### src/rtl/core/fixed_pool_free_list_allocator_core_macros.svh
// ----------------------------------------------------------------------------
// fixed pool free list allocator - assertion macros
// concurrent assertion shorthands with a common clock and reset
// ----------------------------------------------------------------------------
`ifndef FIXED_POOL_FREE_LIST_ALLOCATOR_CORE_MACROS_SVH
`define FIXED_POOL_FREE_LIST_ALLOCATOR_CORE_MACROS_SVH

// same-cycle implication
`define FPFL_ASSERT_IMPL(label, clk, rst_n, ante, cons) \
    label: assert property (@(posedge clk) disable iff (!(rst_n)) (ante) |-> (cons)) \
        else $error("fpfl same-cycle check failed");

// next-cycle implication
`define FPFL_ASSERT_NEXT(label, clk, rst_n, ante, cons) \
    label: assert property (@(posedge clk) disable iff (!(rst_n)) (ante) |=> (cons)) \
        else $error("fpfl next-cycle check failed");

`endif

### src/rtl/core/fpfl_pkg.sv
// ----------------------------------------------------------------------------
// fpfl_pkg
// shared widths, codes and control structs of the free list allocator
// ----------------------------------------------------------------------------
`default_nettype none

package fpfl_pkg;

    localparam int FUNC_W         = 1;
    localparam int IDX_W          = 10;
    localparam int CNT_W          = 11;
    localparam int STATUS_W       = 2;
    localparam int POOL_DEPTH_DEF = 1024;
    localparam int COUNT_RESET    = 1024;

    localparam logic [FUNC_W-1:0] FUNC_ALLOC = 1'b0;
    localparam logic [FUNC_W-1:0] FUNC_FREE  = 1'b1;

    typedef enum logic [STATUS_W-1:0] {
        STATUS_OK        = 2'd0,
        STATUS_EMPTY     = 2'd1,
        STATUS_BAD_INDEX = 2'd2
    } t_status;

    // controller to datapath
    typedef struct packed {
        logic    clear_start;
        logic    clear_step;
        logic    push;
        logic    pop_read;
        logic    pop_done;
        logic    res_load;
        t_status res_code;
    } t_dp_cmd;

    // datapath to controller
    typedef struct packed {
        logic clear_last;
        logic pool_empty;
        logic bad_index;
    } t_dp_stat;

endpackage

`default_nettype wire

### src/rtl/core/fpfl_ctrl.sv
// ----------------------------------------------------------------------------
// fpfl_ctrl
// sequencer for link clearing, allocate and free, and response valid
// ----------------------------------------------------------------------------
`default_nettype none

module fpfl_ctrl (
    input  wire logic                        i_clk,
    input  wire logic                        i_rst_n,
    input  wire logic                        i_cfg_we,
    input  wire logic                        i_req_valid,
    input  wire logic [fpfl_pkg::FUNC_W-1:0] i_req_func,
    output logic                             o_req_ready,
    output logic                             o_rsp_valid,
    input  wire logic                        i_rsp_ready,
    input  wire fpfl_pkg::t_dp_stat          i_stat,
    output fpfl_pkg::t_dp_cmd                o_cmd
);

    typedef enum logic [1:0] {
        ST_CLEAR,
        ST_IDLE,
        ST_POP
    } t_state;

    t_state r_state;
    logic   r_rsp_valid;
    logic   w_accept;

    assign o_req_ready = (r_state == ST_IDLE) && (!r_rsp_valid || i_rsp_ready);
    assign w_accept    = i_req_valid && o_req_ready;

    always_comb begin
        o_cmd             = '0;
        o_cmd.res_code    = fpfl_pkg::STATUS_OK;
        o_cmd.clear_start = i_cfg_we;
        case (r_state)
            ST_CLEAR: begin
                o_cmd.clear_step = 1'b1;
            end
            ST_IDLE: begin
                if (w_accept) begin
                    if (i_req_func == fpfl_pkg::FUNC_FREE) begin
                        o_cmd.res_load = 1'b1;
                        if (i_stat.bad_index) begin
                            o_cmd.res_code = fpfl_pkg::STATUS_BAD_INDEX;
                        end else begin
                            o_cmd.push = 1'b1;
                        end
                    end else if (i_stat.pool_empty) begin
                        o_cmd.res_load = 1'b1;
                        o_cmd.res_code = fpfl_pkg::STATUS_EMPTY;
                    end else begin
                        o_cmd.pop_read = 1'b1;
                    end
                end
            end
            ST_POP: begin
                o_cmd.pop_done = 1'b1;
                o_cmd.res_load = 1'b1;
            end
            default: begin
                o_cmd = '0;
            end
        endcase
    end

    always_ff @(posedge i_clk) begin
        if (!i_rst_n) begin
            r_state     <= ST_CLEAR;
            r_rsp_valid <= 1'b0;
        end else begin
            if (o_cmd.res_load) begin
                r_rsp_valid <= 1'b1;
            end else if (i_rsp_ready) begin
                r_rsp_valid <= 1'b0;
            end
            if (i_cfg_we) begin
                r_state <= ST_CLEAR;
            end else begin
                case (r_state)
                    ST_CLEAR: begin
                        if (i_stat.clear_last) begin
                            r_state <= ST_IDLE;
                        end
                    end
                    ST_IDLE: begin
                        if (o_cmd.pop_read) begin
                            r_state <= ST_POP;
                        end
                    end
                    ST_POP: begin
                        r_state <= ST_IDLE;
                    end
                    default: begin
                        r_state <= ST_CLEAR;
                    end
                endcase
            end
        end
    end

    assign o_rsp_valid = r_rsp_valid;

endmodule

`default_nettype wire

### config.mk
export PLATFORM = sky130hd
export DESIGN_NAME = fpfl_ctrl
export DESIGN_NICKNAME = d
export VERILOG_FILES = /design/src/rtl/core/fixed_pool_free_list_allocator_core_macros.svh /design/src/rtl/core/fpfl_pkg.sv /design/src/rtl/core/fpfl_ctrl.sv
export SDC_FILE = /design/constraint.sdc
export NUM_CORES = 1
export LEC_CHECK = 0
export BUFFER_PORTS_ARGS = -buffer_cell sky130_fd_sc_hd__clkbuf_2
export CORE_AREA = 2 2 39 41
export CTS_CLUSTER_DIAMETER = 80
export CTS_CLUSTER_SIZE = 20
export DETAILED_ROUTE_END_ITERATION = 6
export DIE_AREA = 0 0 41 43
export GPL_ROUTABILITY_DRIVEN = 0
export SLEW_MARGIN = 20
export SYNTH_ARGS = -nofsm -noshare
export SYNTH_HDL_FRONTEND = slang
export SYNTH_SLANG_ARGS = --single-unit
### constraint.sdc
create_clock -name i_clk -period 3.4 [get_ports i_clk]
set_input_delay 0.17 -clock i_clk [delete_from_list [all_inputs] [get_ports i_clk]]
set_output_delay 0.17 -clock i_clk [all_outputs]
set_load 0.005 [all_outputs]
==> results.rst <==
.. list-table::
   :header-rows: 1

   * - Metric
     - Value
   * - Area of the mapped netlist
     - 290 sq um
   * - Run status
     - finished clean
   * - Worst Setup Path Type
     - register to primary output
   * - Area of the die
     - 1760 sq um
   * - Number of buffers between clock root and the deepest sink
     - 2
   * - Setup TNS after final layout
     - 0 ps
   * - Clock latency at the later pin of the worst-skew pair
     - 240 ps
   * - Post-cts gate resize count
     - 0
   * - Post-Syn Area per Cell
     - 7.85 sq um
   * - Kind of launch point of the worst setup path
     - register
   * - Average via count per standard cell
     - roughly 4.2
   * - H-tree level count
     - 1
   * - Pre-antenna DRT Iters
     - 2
   * - Total global-route track usage
     - 10.0%
   * - Actual transition at the worst max-transition pin
     - roughly 170 ps
   * - Final worst clock skew
     - 0.824 ps
   * - Share of the cycle needed by the critical path after routing
     - 45.8%
   * - Clock tree from TritonCTS
     - done
   * - Final hold viol count
     - 0
   * - I/O pin total
     - 19
   * - Residual antenna-violating net count after detailed routing
     - 0
   * - Worst-path maximum fanout
     - 4
   * - Min Hold Slack
     - 199 ps
   * - Count of buffers added by post-CTS timing repair for setup
     - 0
   * - Avg WL per Cell
     - 8.75 microns
   * - Die outline width
     - 41 microns
   * - Initial antenna violation count
     - 0
   * - Fmax
     - 0.642 GHz
   * - Depth of the worst register-to-register path
     - 6
   * - Maximum number of pins on one net before global-route repair
     - 7
   * - Clock-pin slew on the worst setup and hold paths
     - 40 ps
   * - Starting density of the core
     - approximately a fifth
   * - Final cell count without fillers
     - 75
   * - HPWL reported at the end of detailed placement
     - about 550 microns
   * - Max-capacitance violation count
     - 0
   * - Required time at the endpoint of the critical path
     - 3230 ps
   * - Number of global-route vias before repair
     - 304
   * - Ys Warns
     - 0
   * - Arrival time at the worst endpoint
     - 1390 ps
   * - Power density cells
     - 300 nW/um^2
   * - Worst supply voltage drop on vdd
     - 0.0000974 V
   * - Number of distinct library cells after synthesis
     - 23
   * - Register bit total from synthesis
     - 3
   * - Cell leakage power
     - 0.214 nW
   * - Power after layout
     - 0.128 mW
   * - Kind of end point of the critical path
     - primary output
   * - Shortest period the worst path allows
     - 1560 ps
   * - Count of flip-flops with a built-in enable after synthesis
     - 0
   * - Number of buffers added by the clock tree synthesis step
     - 3
   * - Portion of the post-synthesis area used by sequential elements
     - 20.7%
   * - Port Buffer Count
     - 18
   * - Hold-fix buffers, CTS
     - 0
   * - Most common cell after layout, fill and taps aside
     - sky130_fd_sc_hd__clkbuf_2
   * - Setup violators final
     - 0
   * - Hold-critical path depth
     - 3
   * - Count of pins over their slew limit
     - 0
   * - DRC violation total after the first TritonRoute iteration
     - 1
   * - Slew Limit Headroom
     - 88.4%
   * - Clock Sink Count
     - 3
   * - Total number of placement rows
     - 14
   * - Hold/Removal Path Class
     - primary input to register
   * - NumNets Final
     - 73
   * - Wire length of the first global-routing pass
     - 1170 microns
   * - Antenna Cells
     - 0
   * - Share of cells above drive strength 1
     - 44.1%
   * - Utilization of the core after routing
     - 30.8%
   * - DRC violations left
     - 0
   * - Commonest non-fill, non-tap cells in the layout
     - sky130_fd_sc_hd__clkbuf_2 (18), sky130_fd_sc_hd__nor2_1 (6), sky130_fd_sc_hd__ha_1 (4), sky130_fd_sc_hd__clkbuf_4 (3), sky130_fd_sc_hd__dfxtp_1 (3)
   * - Standard cell core area
     - approximately 1400 sq um
   * - Placed instance count
     - 71
   * - Ys flop type
     - sky130_fd_sc_hd__dfxtp_1
   * - Gr ovfl total
     - 0
   * - Start point of the critical path
     - r_state[1]
   * - DRT Wirelength
     - roughly 660 microns
   * - Setup repair after global routing missed its margin
     - false
   * - DR vias
     - 318
   * - Number of nets in the synthesized netlist
     - 50
   * - Height of the chip
     - about 43 microns
   * - Start point of the worst min-delay path
     - i_rst_n
   * - Layout area overhead
     - 47.0%
   * - Async SR Flop Fraction
     - 0%
   * - Instance count of the mapped netlist
     - 37
   * - Reg-to-reg startpoint
     - r_state[1]
   * - Clock Root Buffer
     - sky130_fd_sc_hd__clkbuf_4
[routing by layer]
metal,global-route usage [%],part of all wire [%],vias to the layer above
met4,8.00,2.9,0
li1,-,-,170
met5,0,0,-
met1,12.2,44,137
met3,3.14,6.4,2
met2,13.8,46,9
[where the power goes]
part | internal [mW] | switching (mW) | total [mW] | leakage (nW)
Clock | 0.0441 | 0.0199 | 0.0640 | 0.0150
Sequential | 0.0364 | 0.000894 | 0.0373 | 0.0243
Combinational | 0.0136 | 0.0131 | 0.0267 | 0.175
Total | 0.0941 | 0.0340 | 0.128 | 0.214
[cell families (layout without fill, tap and decap cells)]
family                   after synthesis  count (layout)  share of synthesized area [%]
AO/OA/AOI/OAI                          5               5                           10.8
adder cells (fa/ha/maj)                4               4                           17.2
buffers and inverters                  2              24                           2.59
flip-flops                             3               3                           20.7
multiplexers                           1               1                           3.45
AND/OR/NAND/NOR                       22              22                           45.3
[cells in the mapped netlist, types with 2 or more instances]
cell type / instances / area [sq um]
sky130_fd_sc_hd__nor2b_1: 2 / 12.5
sky130_fd_sc_hd__nor2_1: 6 / 22.5
sky130_fd_sc_hd__nor3_1: 2 / 10.0
sky130_fd_sc_hd__inv_1: 2 / 7.51
sky130_fd_sc_hd__dfxtp_1: 3 / 60.1
sky130_fd_sc_hd__ha_1: 4 / 50.1
sky130_fd_sc_hd__nand2_1: 2 / 7.51
[state kept, by name, indices dropped and copies added, names as in the netlist]
name,count
r_state,2
o_rsp_valid,1
[through the flow]
| stage | setup slack [ps] | instance area, sq um |
|---|---|---|
| 2_1_floorplan | 2160 | 290 |
| 3_3_place_gp | 2070 | 400 |
| 3_5_place_dp | 2050 | 400 |
| 4_1_cts | 1830 | 427 |
| 5_1_grt | 1710 | 427 |
| 6_report | 1840 | 427 |
[final timing paths]
path,end,slack (ps)
worst max-delay path,o_cmd[1],1840
worst min-delay path,r_state[1],200
worst max register to register,r_state[0],2040
worst min register to register,o_rsp_valid,540
[area by class of cell]
type	count	area (sq um)
multi-input cells	32	223
clock buffers	4	26.3
inverters	2	7.51
fillers	156	957
well taps	16	20.0
flip-flops and latches	3	60.1
repair buffers	18	90.1
[worst max-delay path: stages, from the launching register on]
cell and delay [ps]:
sky130_fd_sc_hd__dfxtp_1 340, sky130_fd_sc_hd__inv_1 90, sky130_fd_sc_hd__ha_1 190, sky130_fd_sc_hd__nand2_1 80
sky130_fd_sc_hd__nor2b_1 180, sky130_fd_sc_hd__and3_1 170, sky130_fd_sc_hd__clkbuf_2 100
Power figures use the tool's default switching activity.
